`src/hdl/jdcd_pkg.sv`:
```
package jdcd_pkg;

   localparam int DAY_FIELD_BITS = 32;

   typedef struct packed {
      logic [DAY_FIELD_BITS-1:0] day_number;
      logic [16:0]               day_fraction_seconds;
   } jdcd_req_type;

   typedef struct packed {
      logic signed [15:0] year;
      logic [3:0]         month;
      logic [4:0]         day;
      logic [4:0]         hour;
      logic [5:0]         minute;
      logic [5:0]         second;
   } jdcd_rsp_type;

   localparam logic [1:0] MODE_JULIAN     = 2'd0;
   localparam logic [1:0] MODE_GREGORIAN  = 2'd1;
   localparam logic [1:0] MODE_HISTORICAL = 2'd2;

   localparam logic CSR_IDX_MODE = 1'b0;

   localparam int unsigned SWITCH_DAY    = 2299161;
   localparam logic [16:0] SECONDS_LAST  = 17'd86399;

   localparam int unsigned CENTURY_DIV   = 146097;
   localparam int unsigned CENTURY_OFS   = 7468865;
   localparam int unsigned CENTURY_SPLIT = (CENTURY_OFS + 3) / 4;
   localparam int unsigned EPOCH_OFS     = 1524;

   localparam int unsigned YEAR_DIV      = 7305;
   localparam int unsigned YEAR_OFS      = 2442;
   localparam int unsigned YEAR_DAYS4    = 1461;
   localparam int unsigned YEAR_BASE_MAR = 4716;
   localparam int unsigned YEAR_BASE_JAN = 4715;

   localparam int unsigned MONTH_WRAP    = 14;
   localparam int unsigned MONTH_FEB     = 2;

   localparam int unsigned SEC_PER_HOUR  = 3600;
   localparam int unsigned SEC_PER_MIN   = 60;
   localparam int unsigned HOUR_SHIFT    = 29;
   localparam int unsigned HOUR_RECIP    = ((1 << HOUR_SHIFT) + SEC_PER_HOUR - 1) / SEC_PER_HOUR;
   localparam int unsigned MIN_SHIFT     = 18;
   localparam int unsigned MIN_RECIP     = ((1 << MIN_SHIFT) + SEC_PER_MIN - 1) / SEC_PER_MIN;

   // Integer part of 30.6001 * k, the day offset of each month slot.
   localparam logic [8:0] DAY_BASE [0:16] = '{
      9'd0,   9'd30,  9'd61,  9'd91,  9'd122, 9'd153, 9'd183, 9'd214, 9'd244,
      9'd275, 9'd306, 9'd336, 9'd367, 9'd397, 9'd428, 9'd459, 9'd489
   };

endpackage

```
`src/hdl/julian_day_to_calendar_date.sv`:
```
// One transaction is accepted per cycle while req_stall is low; twelve arithmetic
// stages and an output register with a one-entry skid buffer carry the conversion.
// The skid buffer takes one more result while a result waits on rsp_stall;
// req_stall rises and the pipeline holds once the skid buffer is full.
// Reset is synchronous: it empties the pipeline and the skid buffer and sets
// calendar_mode to the historical switch.
module julian_day_to_calendar_date
   import jdcd_pkg::*;
#(
   parameter int DAY_NUMBER_BITS = 23
) (
   input  logic         clock,
   input  logic         reset,
   input  logic         req_valid,
   output logic         req_stall,
   input  jdcd_req_type req_payload,
   output logic         rsp_valid,
   input  logic         rsp_stall,
   output jdcd_rsp_type rsp_payload,
   input  logic         psel,
   input  logic         penable,
   input  logic         pwrite,
   input  logic [2:0]   paddr,
   input  logic [31:0]  pwdata,
   output logic [31:0]  prdata,
   output logic         pready
);

   localparam int W  = DAY_NUMBER_BITS;
   localparam int BW = W + 1;
   localparam int N1 = W + 2;
   localparam int K1 = W - 14;
   localparam int N2 = W + 6;
   localparam int K2 = W - 2;
   localparam int CW = W - 6;
   localparam int NS = 12;

   localparam logic [63:0] M1_FULL = (64'd1 << N1) / 64'(CENTURY_DIV);
   localparam logic [63:0] M2_FULL = (64'd1 << N2) / 64'(YEAR_DIV);
   localparam logic [K1-1:0] M1 = M1_FULL[K1-1:0];
   localparam logic [CW-1:0] M2 = M2_FULL[CW-1:0];

   typedef struct packed {
      logic [4:0] hour;
      logic [5:0] minute;
      logic [5:0] second;
   } clock_time_type;

   typedef struct packed {
      logic [W-1:0]  z;
      logic          greg;
      logic          neg;
      logic [N1-1:0] n1;
      logic [16:0]   secs;
   } st1_type;

   typedef struct packed {
      logic [W-1:0]  z;
      logic          greg;
      logic          neg;
      logic [K1-1:0] q1e;
      logic [19:0]   n1lo;
      logic [4:0]    hour;
      logic [16:0]   secs;
   } st2_type;

   typedef struct packed {
      logic [W-1:0]  z;
      logic          greg;
      logic          neg;
      logic [K1-1:0] q1e;
      logic [19:0]   n1lo;
      logic [19:0]   p1;
      logic [4:0]    hour;
      logic [11:0]   rem;
   } st3_type;

   typedef struct packed {
      logic [W-1:0]  z;
      logic          greg;
      logic          neg;
      logic [K1-1:0] q1;
      logic [4:0]    hour;
      logic [11:0]   rem;
      logic [5:0]    minute;
   } st4_type;

   typedef struct packed {
      logic [BW-1:0]  zb;
      logic           greg;
      logic           neg;
      logic [K1-1:0]  t;
      clock_time_type tm;
   } st5_type;

   typedef struct packed {
      logic [BW-1:0]  b;
      clock_time_type tm;
   } st6_type;

   typedef struct packed {
      logic [N2-1:0]  num2;
      logic [9:0]     b10;
      clock_time_type tm;
   } st7_type;

   typedef struct packed {
      logic [CW-1:0]  q2e;
      logic [15:0]    n2lo;
      logic [9:0]     b10;
      clock_time_type tm;
   } st8_type;

   typedef struct packed {
      logic [CW-1:0]  q2e;
      logic [15:0]    n2lo;
      logic [15:0]    p2;
      logic [9:0]     b10;
      clock_time_type tm;
   } st9_type;

   typedef struct packed {
      logic [CW-1:0]  c;
      logic [9:0]     b10;
      clock_time_type tm;
   } st10_type;

   typedef struct packed {
      logic [8:0]     x;
      logic [15:0]    c16;
      clock_time_type tm;
   } st11_type;

   typedef struct packed {
      logic [4:0]     e;
      logic [8:0]     x;
      logic [15:0]    c16;
      clock_time_type tm;
   } st12_type;

   logic [1:0]    mode_ff, mode_in;
   logic [NS:1]   valid_ff, valid_in;
   logic          pipe_en;
   logic          arrive;

   st1_type  st1_ff,  st1_in;
   st2_type  st2_ff,  st2_in;
   st3_type  st3_ff,  st3_in;
   st4_type  st4_ff,  st4_in;
   st5_type  st5_ff,  st5_in;
   st6_type  st6_ff,  st6_in;
   st7_type  st7_ff,  st7_in;
   st8_type  st8_ff,  st8_in;
   st9_type  st9_ff,  st9_in;
   st10_type st10_ff, st10_in;
   st11_type st11_ff, st11_in;
   st12_type st12_ff, st12_in;

   logic         out_valid_ff, out_valid_in;
   logic         skid_valid_ff, skid_valid_in;
   jdcd_rsp_type out_data_ff, out_data_in;
   jdcd_rsp_type skid_data_ff, skid_data_in;
   jdcd_rsp_type result;

   logic [W-1:0]       z_req;
   logic [N1-1:0]      z_x4;
   logic [2*K1-1:0]    prod1;
   logic [34:0]        prod_h;
   logic [K1+17:0]     prod_p1;
   logic [16:0]        hour_secs;
   logic [16:0]        secs_left;
   logic [19:0]        r1;
   logic [24:0]        prod_m;
   logic [11:0]        min_secs;
   logic [11:0]        sec_left;
   logic [N2-1:0]      b16, b4;
   logic [K2+CW-1:0]   prod2;
   logic [CW+12:0]     prod_p2;
   logic [15:0]        r2;
   logic [22:0]        prod_dd;
   logic [9:0]         x_full;
   logic [15:0]        gt_vec;
   logic [8:0]         day_full;
   logic               month_late;

   // Configuration port.
   assign pready = 1'b1;

   always_comb begin
      mode_in = mode_ff;
      if (psel && penable && pwrite && (paddr[2] == CSR_IDX_MODE)) begin
         mode_in = pwdata[1:0];
      end
   end

   always_comb begin
      prdata = '0;
      if (paddr[2] == CSR_IDX_MODE) begin
         prdata = {30'd0, mode_ff};
      end
   end

   // Pipeline control.
   assign pipe_en   = !skid_valid_ff;
   assign req_stall = skid_valid_ff;
   assign arrive    = pipe_en && valid_ff[NS];
   assign valid_in  = pipe_en ? {valid_ff[NS-1:1], req_valid} : valid_ff;

   // Stage 1: saturation, calendar rule and the century numerator.
   always_comb begin
      z_req = req_payload.day_number[W-1:0];
      z_x4  = {z_req, 2'b00};
      st1_in.z    = z_req;
      st1_in.secs = (req_payload.day_fraction_seconds > SECONDS_LAST) ?
                    SECONDS_LAST : req_payload.day_fraction_seconds;
      case (mode_ff)
         MODE_JULIAN: begin
            st1_in.greg = 1'b0;
         end
         MODE_GREGORIAN: begin
            st1_in.greg = 1'b1;
         end
         default: begin
            st1_in.greg = (z_req >= W'(SWITCH_DAY));
         end
      endcase
      st1_in.neg = (z_req < W'(CENTURY_SPLIT));
      st1_in.n1  = st1_in.neg ? (N1'(CENTURY_OFS) - z_x4) : (z_x4 - N1'(CENTURY_OFS));
   end

   // Stage 2: century quotient estimate and hour.
   always_comb begin
      prod1  = st1_ff.n1[N1-1:16] * M1;
      prod_h = st1_ff.secs * 18'(HOUR_RECIP);
      st2_in.z    = st1_ff.z;
      st2_in.greg = st1_ff.greg;
      st2_in.neg  = st1_ff.neg;
      st2_in.q1e  = prod1[2*K1-1:K1];
      st2_in.n1lo = st1_ff.n1[19:0];
      st2_in.hour = prod_h[HOUR_SHIFT+4:HOUR_SHIFT];
      st2_in.secs = st1_ff.secs;
   end

   // Stage 3: back-multiplied century estimate and seconds within the hour.
   always_comb begin
      prod_p1   = st2_ff.q1e * 18'(CENTURY_DIV);
      hour_secs = 17'(st2_ff.hour) * 17'(SEC_PER_HOUR);
      secs_left = st2_ff.secs - hour_secs;
      st3_in.z    = st2_ff.z;
      st3_in.greg = st2_ff.greg;
      st3_in.neg  = st2_ff.neg;
      st3_in.q1e  = st2_ff.q1e;
      st3_in.n1lo = st2_ff.n1lo;
      st3_in.p1   = prod_p1[19:0];
      st3_in.hour = st2_ff.hour;
      st3_in.rem  = secs_left[11:0];
   end

   // Stage 4: century quotient correction and minute.
   always_comb begin
      r1     = st3_ff.n1lo - st3_ff.p1;
      prod_m = st3_ff.rem * 13'(MIN_RECIP);
      st4_in.z      = st3_ff.z;
      st4_in.greg   = st3_ff.greg;
      st4_in.neg    = st3_ff.neg;
      st4_in.q1     = st3_ff.q1e + K1'(r1 >= 20'(CENTURY_DIV))
                      + K1'(r1 >= 20'(2 * CENTURY_DIV));
      st4_in.hour   = st3_ff.hour;
      st4_in.rem    = st3_ff.rem;
      st4_in.minute = prod_m[MIN_SHIFT+5:MIN_SHIFT];
   end

   // Stage 5: net century correction and second.
   always_comb begin
      min_secs = 12'(st4_ff.minute) * 12'(SEC_PER_MIN);
      sec_left = st4_ff.rem - min_secs;
      st5_in.zb   = {1'b0, st4_ff.z} + (st4_ff.greg ? BW'(EPOCH_OFS + 1) : BW'(EPOCH_OFS));
      st5_in.greg = st4_ff.greg;
      st5_in.neg  = st4_ff.neg;
      st5_in.t    = st4_ff.q1 - (st4_ff.q1 >> 2);
      st5_in.tm.hour   = st4_ff.hour;
      st5_in.tm.minute = st4_ff.minute;
      st5_in.tm.second = sec_left[5:0];
   end

   // Stage 6: shifted day count.
   always_comb begin
      st6_in.b = st5_ff.zb;
      if (st5_ff.greg) begin
         st6_in.b = st5_ff.neg ? (st5_ff.zb - BW'(st5_ff.t)) : (st5_ff.zb + BW'(st5_ff.t));
      end
      st6_in.tm = st5_ff.tm;
   end

   // Stage 7: year numerator.
   always_comb begin
      b16 = N2'({st6_ff.b, 4'b0000});
      b4  = N2'({st6_ff.b, 2'b00});
      st7_in.num2 = b16 + b4 - N2'(YEAR_OFS);
      st7_in.b10  = st6_ff.b[9:0];
      st7_in.tm   = st6_ff.tm;
   end

   // Stage 8: year quotient estimate.
   always_comb begin
      prod2 = st7_ff.num2[N2-1:8] * M2;
      st8_in.q2e  = prod2[K2+CW-1:K2];
      st8_in.n2lo = st7_ff.num2[15:0];
      st8_in.b10  = st7_ff.b10;
      st8_in.tm   = st7_ff.tm;
   end

   // Stage 9: back-multiplied year estimate.
   always_comb begin
      prod_p2 = st8_ff.q2e * 13'(YEAR_DIV);
      st9_in.q2e  = st8_ff.q2e;
      st9_in.n2lo = st8_ff.n2lo;
      st9_in.p2   = prod_p2[15:0];
      st9_in.b10  = st8_ff.b10;
      st9_in.tm   = st8_ff.tm;
   end

   // Stage 10: year quotient correction.
   always_comb begin
      r2 = st9_ff.n2lo - st9_ff.p2;
      st10_in.c   = st9_ff.q2e + CW'(r2 >= 16'(YEAR_DIV)) + CW'(r2 >= 16'(2 * YEAR_DIV));
      st10_in.b10 = st9_ff.b10;
      st10_in.tm  = st9_ff.tm;
   end

   // Stage 11: day within the March-based year. Its value stays below 512, so
   // the low bits of the operands are enough.
   always_comb begin
      prod_dd = st10_ff.c[11:0] * 11'(YEAR_DAYS4);
      x_full  = st10_ff.b10 - prod_dd[11:2];
      st11_in.x   = x_full[8:0];
      st11_in.c16 = st10_ff.c[15:0];
      st11_in.tm  = st10_ff.tm;
   end

   // Stage 12: month slot by comparison against the month offsets.
   always_comb begin
      for (int k = 0; k < 16; k++) begin
         gt_vec[k] = (st11_ff.x > DAY_BASE[k+1]);
      end
      st12_in.e   = 5'($countones(gt_vec));
      st12_in.x   = st11_ff.x;
      st12_in.c16 = st11_ff.c16;
      st12_in.tm  = st11_ff.tm;
   end

   // Final assembly into the output register.
   always_comb begin
      day_full = st12_ff.x - DAY_BASE[st12_ff.e];
      result.day = day_full[4:0];
      if (st12_ff.e < 5'(MONTH_WRAP)) begin
         result.month = 4'(st12_ff.e - 5'd1);
      end else begin
         result.month = 4'(st12_ff.e - 5'(MONTH_WRAP - 1));
      end
      month_late  = (result.month > 4'(MONTH_FEB));
      result.year = month_late ? (st12_ff.c16 - 16'(YEAR_BASE_MAR))
                               : (st12_ff.c16 - 16'(YEAR_BASE_JAN));
      result.hour   = st12_ff.tm.hour;
      result.minute = st12_ff.tm.minute;
      result.second = st12_ff.tm.second;
   end

   always_comb begin
      out_valid_in  = out_valid_ff;
      out_data_in   = out_data_ff;
      skid_valid_in = skid_valid_ff;
      skid_data_in  = skid_data_ff;
      if (out_valid_ff && rsp_stall) begin
         if (arrive) begin
            skid_valid_in = 1'b1;
            skid_data_in  = result;
         end
      end else if (skid_valid_ff) begin
         out_valid_in  = 1'b1;
         out_data_in   = skid_data_ff;
         skid_valid_in = 1'b0;
      end else begin
         out_valid_in = arrive;
         out_data_in  = result;
      end
   end

   assign rsp_valid   = out_valid_ff;
   assign rsp_payload = out_data_ff;

   always_ff @(posedge clock) begin
      if (reset) begin
         mode_ff       <= MODE_HISTORICAL;
         valid_ff      <= '0;
         out_valid_ff  <= 1'b0;
         skid_valid_ff <= 1'b0;
      end else begin
         mode_ff       <= mode_in;
         valid_ff      <= valid_in;
         out_valid_ff  <= out_valid_in;
         skid_valid_ff <= skid_valid_in;
      end
   end

   always_ff @(posedge clock) begin
      out_data_ff  <= out_data_in;
      skid_data_ff <= skid_data_in;
      if (pipe_en) begin
         st1_ff  <= st1_in;
         st2_ff  <= st2_in;
         st3_ff  <= st3_in;
         st4_ff  <= st4_in;
         st5_ff  <= st5_in;
         st6_ff  <= st6_in;
         st7_ff  <= st7_in;
         st8_ff  <= st8_in;
         st9_ff  <= st9_in;
         st10_ff <= st10_in;
         st11_ff <= st11_in;
         st12_ff <= st12_in;
      end
   end

endmodule

```
`config.mk`:
```
export PLATFORM = sky130hd
export DESIGN_NAME = julian_day_to_calendar_date
export DESIGN_NICKNAME = d
export VERILOG_FILES = /design/src/hdl/jdcd_pkg.sv /design/src/hdl/julian_day_to_calendar_date.sv
export SDC_FILE = /design/constraint.sdc
export NUM_CORES = 2
export LEC_CHECK = 0
export CAP_MARGIN = 40
export CORE_ASPECT_RATIO = 2
export CORE_UTILIZATION = 55
export DETAILED_ROUTE_END_ITERATION = 7
export DONT_BUFFER_PORTS = 1
export GPL_ROUTABILITY_DRIVEN = 0
export GPL_TIMING_DRIVEN = 0
export PLACE_DENSITY = 0.66
export REMOVE_ABC_BUFFERS = 1
export SETUP_SLACK_MARGIN = 0.02
export SLEW_MARGIN = 0
export SYNTH_ARGS = -nofsm -noshare
export SYNTH_HDL_FRONTEND = slang
export SYNTH_SLANG_ARGS = --single-unit
export TNS_END_PERCENT = 10
```
`constraint.sdc`:
```
create_clock -name clock -period 45.3 [get_ports clock]
set_input_delay 2.265 -clock clock [delete_from_list [all_inputs] [get_ports clock]]
set_output_delay 2.265 -clock clock [all_outputs]
set_load 0.02 [all_outputs]
```
* Word level (Yosys, flattened, before mapping) *
Memories as Yosys holds them, arrays and structs flattened.
Cells that the tools add are included.

word-level totals
  register bits after elaboration = 786
  bits in latches = 0
  bits in writable memories = 0
  memory bits (read-only) = 288
  bits of input ports = 91
  output and inout bits = 77
  word-level logic and storage cells = 186
  memories = 1

operators by class
  add/subtract/negate cells = 37
  multipliers = 9
  div/mod/pow operators = 0
  $lt $le $gt $ge = 26
  equality and inequality tests = 1
  shift-type cells = 0
  mux-type cells = 12
  bitwise gates (word level) = 3
  reduce and logical (&&, ||, !) cells = 9

memory list
  name             depth  width  read ports  clocked after memory_dff  wr ports  line                                source
  (no name shown)  32     9      1           0                         0         julian_day_to_calendar_date.sv:354  day_full = st12_ff.x - DAY_BASE[st12_ff.e];

operator list
  cell                    number
  $gt 9x9->1 const B      8
  $mux 24                 2
  $mux 42                 1
  $mul 21x17->38 const B  1
  $gt 9x8->1 const B      4
  $mul 17x18->34 const B  1
  $add 16x1->16           2
  $sub 16x13->16 const B  2
  $add 28x26->29          1
  $sub 29x12->29 const B  1
  $mux 25                 1
  $sub 23x25->25 const A  1
  $sub 25x23->25 const B  1
  $add 23x11->24          1
  $add 24x9->24           1
  $sub 24x9->24           1
  $ge 23x22->1 const B    1
  $lt 23x21->1 const B    1
  $mul 12x12->23 const B  1
  $ge 20x18->1 const B    1
  $ge 20x19->1 const B    1
  $mul 8x18->20 const B   1
  $sub 20x20->20          1
  $gt 9x7->1 const B      2
  41 further kinds        59

* Longest topological paths before layout *
  depth in word-level cells = 6
  mapped depth = 23
  depth with buffers taken out = 23

* Worst setup path before layout *
OpenSTA, ideal clock, no wires.

  path type = register to register
  from = register skid_valid_ff, in the netlist req_stall
  to = register out_data_ff (netlist bit rsp_payload[40]), data pin
  setup time = 0.264 ns
  arrival = 21.240 ns
  data required time = 45.036 ns
  path slack = 23.797 ns
  cell stages (with the launch flop) = 5
  path buffers = 2
  path through = dfxtp_1 > clkbuf_1 > inv_1 > clkbuf_1 > mux2_2

between the ends
  cells in the longest elaborated chain, start to end = 1

ends and longest elaborated chain
  what                    line                                source
  from (decl)             julian_day_to_calendar_date.sv:160  logic skid_valid_ff, skid_valid_in;
  from (signal assigned)  julian_day_to_calendar_date.sv:402  skid_valid_ff <= skid_valid_in;
  $mux 42                 julian_day_to_calendar_date.sv:379  end else if (skid_valid_ff) begin
  to (signal assigned)    julian_day_to_calendar_date.sv:407  out_data_ff <= out_data_in;
  to (decl)               julian_day_to_calendar_date.sv:161  jdcd_rsp_type out_data_ff, out_data_in;

No other way between the ends.
A chain may end at the register's enable or synchronous reset.

* Final worst setup path *
  from = register st7_ff[46] (netlist bit)
  to = register st8_ff[58] (netlist bit), data pin

between the ends
  cells in the longest elaborated chain, start to end = 1

ends and longest elaborated chain
  what                    line                                source
  from (decl)             julian_day_to_calendar_date.sv:152  st7_type st7_ff, st7_in;
  from (signal assigned)  julian_day_to_calendar_date.sv:416  st7_ff <= st7_in;
  $mul 21x17->38          julian_day_to_calendar_date.sv:306  prod2 = st7_ff.num2[N2-1:8] * M2;
  via prod2[36]           julian_day_to_calendar_date.sv:177  logic [K2+CW-1:0] prod2;
  to (signal assigned)    julian_day_to_calendar_date.sv:417  st8_ff <= st8_in;
  to (decl)               julian_day_to_calendar_date.sv:153  st8_type st8_ff, st8_in;

The timed path passes the listed nets, and every way through them passes these cells.

==> impl_metrics.ini <==
[clock_tree]
clockBufferDepth = 3
cts-resized-gates = 0
post_cts_buffers = 0
ctsHtreeMaxLevel = 3
cts.sinks = 769
ctsHoldBuffers = 0
clk_latency_ns = 0.66
cts-buffers-inserted = 71
clock-root-buffer = clkbuf_16
cts_tree = yes
clkSlewWorstSetupHoldPaths_ns = 0.07

[synthesis]
avgSynthCellArea_um2 = 12.8
synth_commonest_cells = 753 x edfxtp_1, 705 x ha_1, 699 x inv_1, 285 x fa_1, 198 x xnor2_1
synth_top_area_share_pct = 45.9
syn-cell-area_um2 = 49300
yosysMostFrequentCell = edfxtp_1
yosys_warnings = 0
ys.flop_type = edfxtp_1
synth_seq_area_share_pct = 46.5
synthArstFlopShare_pct = 0
ys_top_cells_by_area = edfxtp_1 46%, ha_1 18%, fa_1 12%
yosys_register_bits = 769
ys_types = 81
synth-edff-count = 753
syn_inst = 3857
synth_top_area_cell = edfxtp_1

[global_route]
grt.total_usage_pct = 20.0
grt.overflow.total = 0
grt_antenna_before_repair = 1
grt_pass1_vias = 29000
grt_max_degree = 134
grt_pass1_wl_um = 140000

[worst_setup_path]
worstSetupPathType = reg -> reg
crit_family = adder cells
cp_slowest_cell = edfxtp_1
path_cells = fa_1, fa_1, fa_1, fa_1, fa_1, inv_1, fa_1, inv_1, ha_1, nand4_1, or3_1, a21oi_1, o21ai_1, a21boi_1, o211a_1, a21oi_1, o21ai_1, nor4_1, a311o_1
cp.arrival_ns = 7.37
crit_required_ns = 45.70
cp-start-kind = flip-flop
cpMostUsedCell = fa_1
path_buf_inv = 2
max_stage_delay_ns = 0.78
end_kind = flip-flop
cp_max_fo = 9

[outcome]
status = completed

[floorplan]
num_io_pins = 168
core_area_um2 = 88400
start_util_pct = 55.7
die_w_um = 214
die_y_um = 425
rows = 154
die_area_um2 = 90900

[sta]
fin_crit_ns = 6.97
fin_tns_setup_ns = 0
setup_violations = 0
max_freq_mhz = 143
holdWs_ns = 0.400
rsz0062_at_grt = false
finalMaxSlewViolations = 0
finalHoldViolCount = 0
worst_slew_pin_slew_ns = 0.807
max-slew-margin-rel_pct = 46.2
finalClockSkew_ns = 0.0240
timing.final.crit_share_pct = 15.4

[drt]
drt_wl_total_um = 86100
vias_per_cell = 5.29
final_antenna_net_count = 0
drc = 0
wl_per_cell_um = 16.8
first_pass_iters = 5
dr_total_vias = 27200
drtIter0Drc = 1185

[finish]
postLayoutCellArea_um2 = 53100
fillerInstances = 7035
drive_gt1_share_pct = 5.19
final_nets = 4996
area_growth_pct = 7.80
seqCellArea_um2 = 22900
multi_input_area_um2 = 23500
utilization_pct = 60.1

[placement]
placed_area_um2 = 50800
portBuffers = 0
hpwl_um = 67600

[hold_path]
hp-class = reg -> reg

[flow_run]
maxCapViolCount = 0
kinds of logic after synthesis:
family / after synthesis / synth area share (%)
buf+inv: 758 / 6.02
simple gates: 507 / 5.02
compound gates: 480 / 6.35
mux: 68 / 1.54
other cells: 2 / 0.0152
flops: 769 / 46.5
xor+xnor: 283 / 5.05
fa+ha+maj: 990 / 29.5
placed cells by master (no fill, tap or decap), types with 18 or more instances in the layout:
master	instances
a21o_1	70
mux2_2	47
o21ai_0	83
mux2i_1	19
o21a_1	26
o21bai_1	23
conb_1	31
nand3_1	37
nor2b_1	35
clkbuf_16	71
and2_1	18
xor2_1	84
nor2_1	139
fa_1	285
a21oi_1	143
nor3_1	32
xnor2_1	198
edfxtp_1	753
inv_1	698
ha_1	705
nand2b_1	29
and3_1	20
nand2_1	123
nand4_1	19
state kept, by name, indices dropped and copies added, names as in the netlist, 17 cells and up:
signal,flops
st10_in,26
result,17
st11_ff,42
st8_ff,56
st6_ff,17
b16,24
st7_ff,53
st3_ff,85
st9_ff,43
skid_data_ff,42
st12_ff,26
st5_ff,52
rsp_payload,42
st2_ff,69
st4_ff,51
st1_ff,66
st10_ff,42
cell type report:
type                       count  share of cell area [%]
multi-input combinational   2359                    44.3
clock inverter                44                   0.862
inverter                     699                    4.95
clock buffer                  82                    3.50
timing repair buffer          15                   0.499
antenna                        1                 0.00471
sequential                   769                    43.2
tap                         1170                    2.76
routing by layer:
layer	vias up	global-route usage [%]	share of wire [%]	wire length, µm
met3	167	2.53	2.2	1910
met2	346	42.2	61	52300
met4	0	8.45	3.9	3370
met5	-	0	0	0
li1	13300	-	-	-
met1	13400	17.9	33	28500
worst paths after layout:
check | cells after the start | start | slack, ns | to
setup / recovery | 19 | st7_ff[46]$_DFFE_PN_ | 38.33 | st8_ff[58]$_DFFE_PN_
hold / removal | 0 | st11_ff[14]$_DFFE_PN_ | 0.40 | result[14]$_DFFE_PN_
setup reg to reg | 19 | st7_ff[46]$_DFFE_PN_ | 38.33 | st8_ff[58]$_DFFE_PN_
hold reg to reg | 0 | st11_ff[14]$_DFFE_PN_ | 0.40 | result[14]$_DFFE_PN_
stage by stage:
| step | instances | worst slack, ns |
|---|---|---|
| after floorplan | 3827 | 29.15 |
| after global placement | 4997 | 22.87 |
| after detailed placement | 5012 | 38.32 |
| after CTS | 5138 | 38.28 |
| after global routing | 5139 | 37.94 |
| final | 5139 | 38.33 |
Power is not shown: default switching activity piles up to over one toggle a cycle in this logic, so the estimate is an artifact.
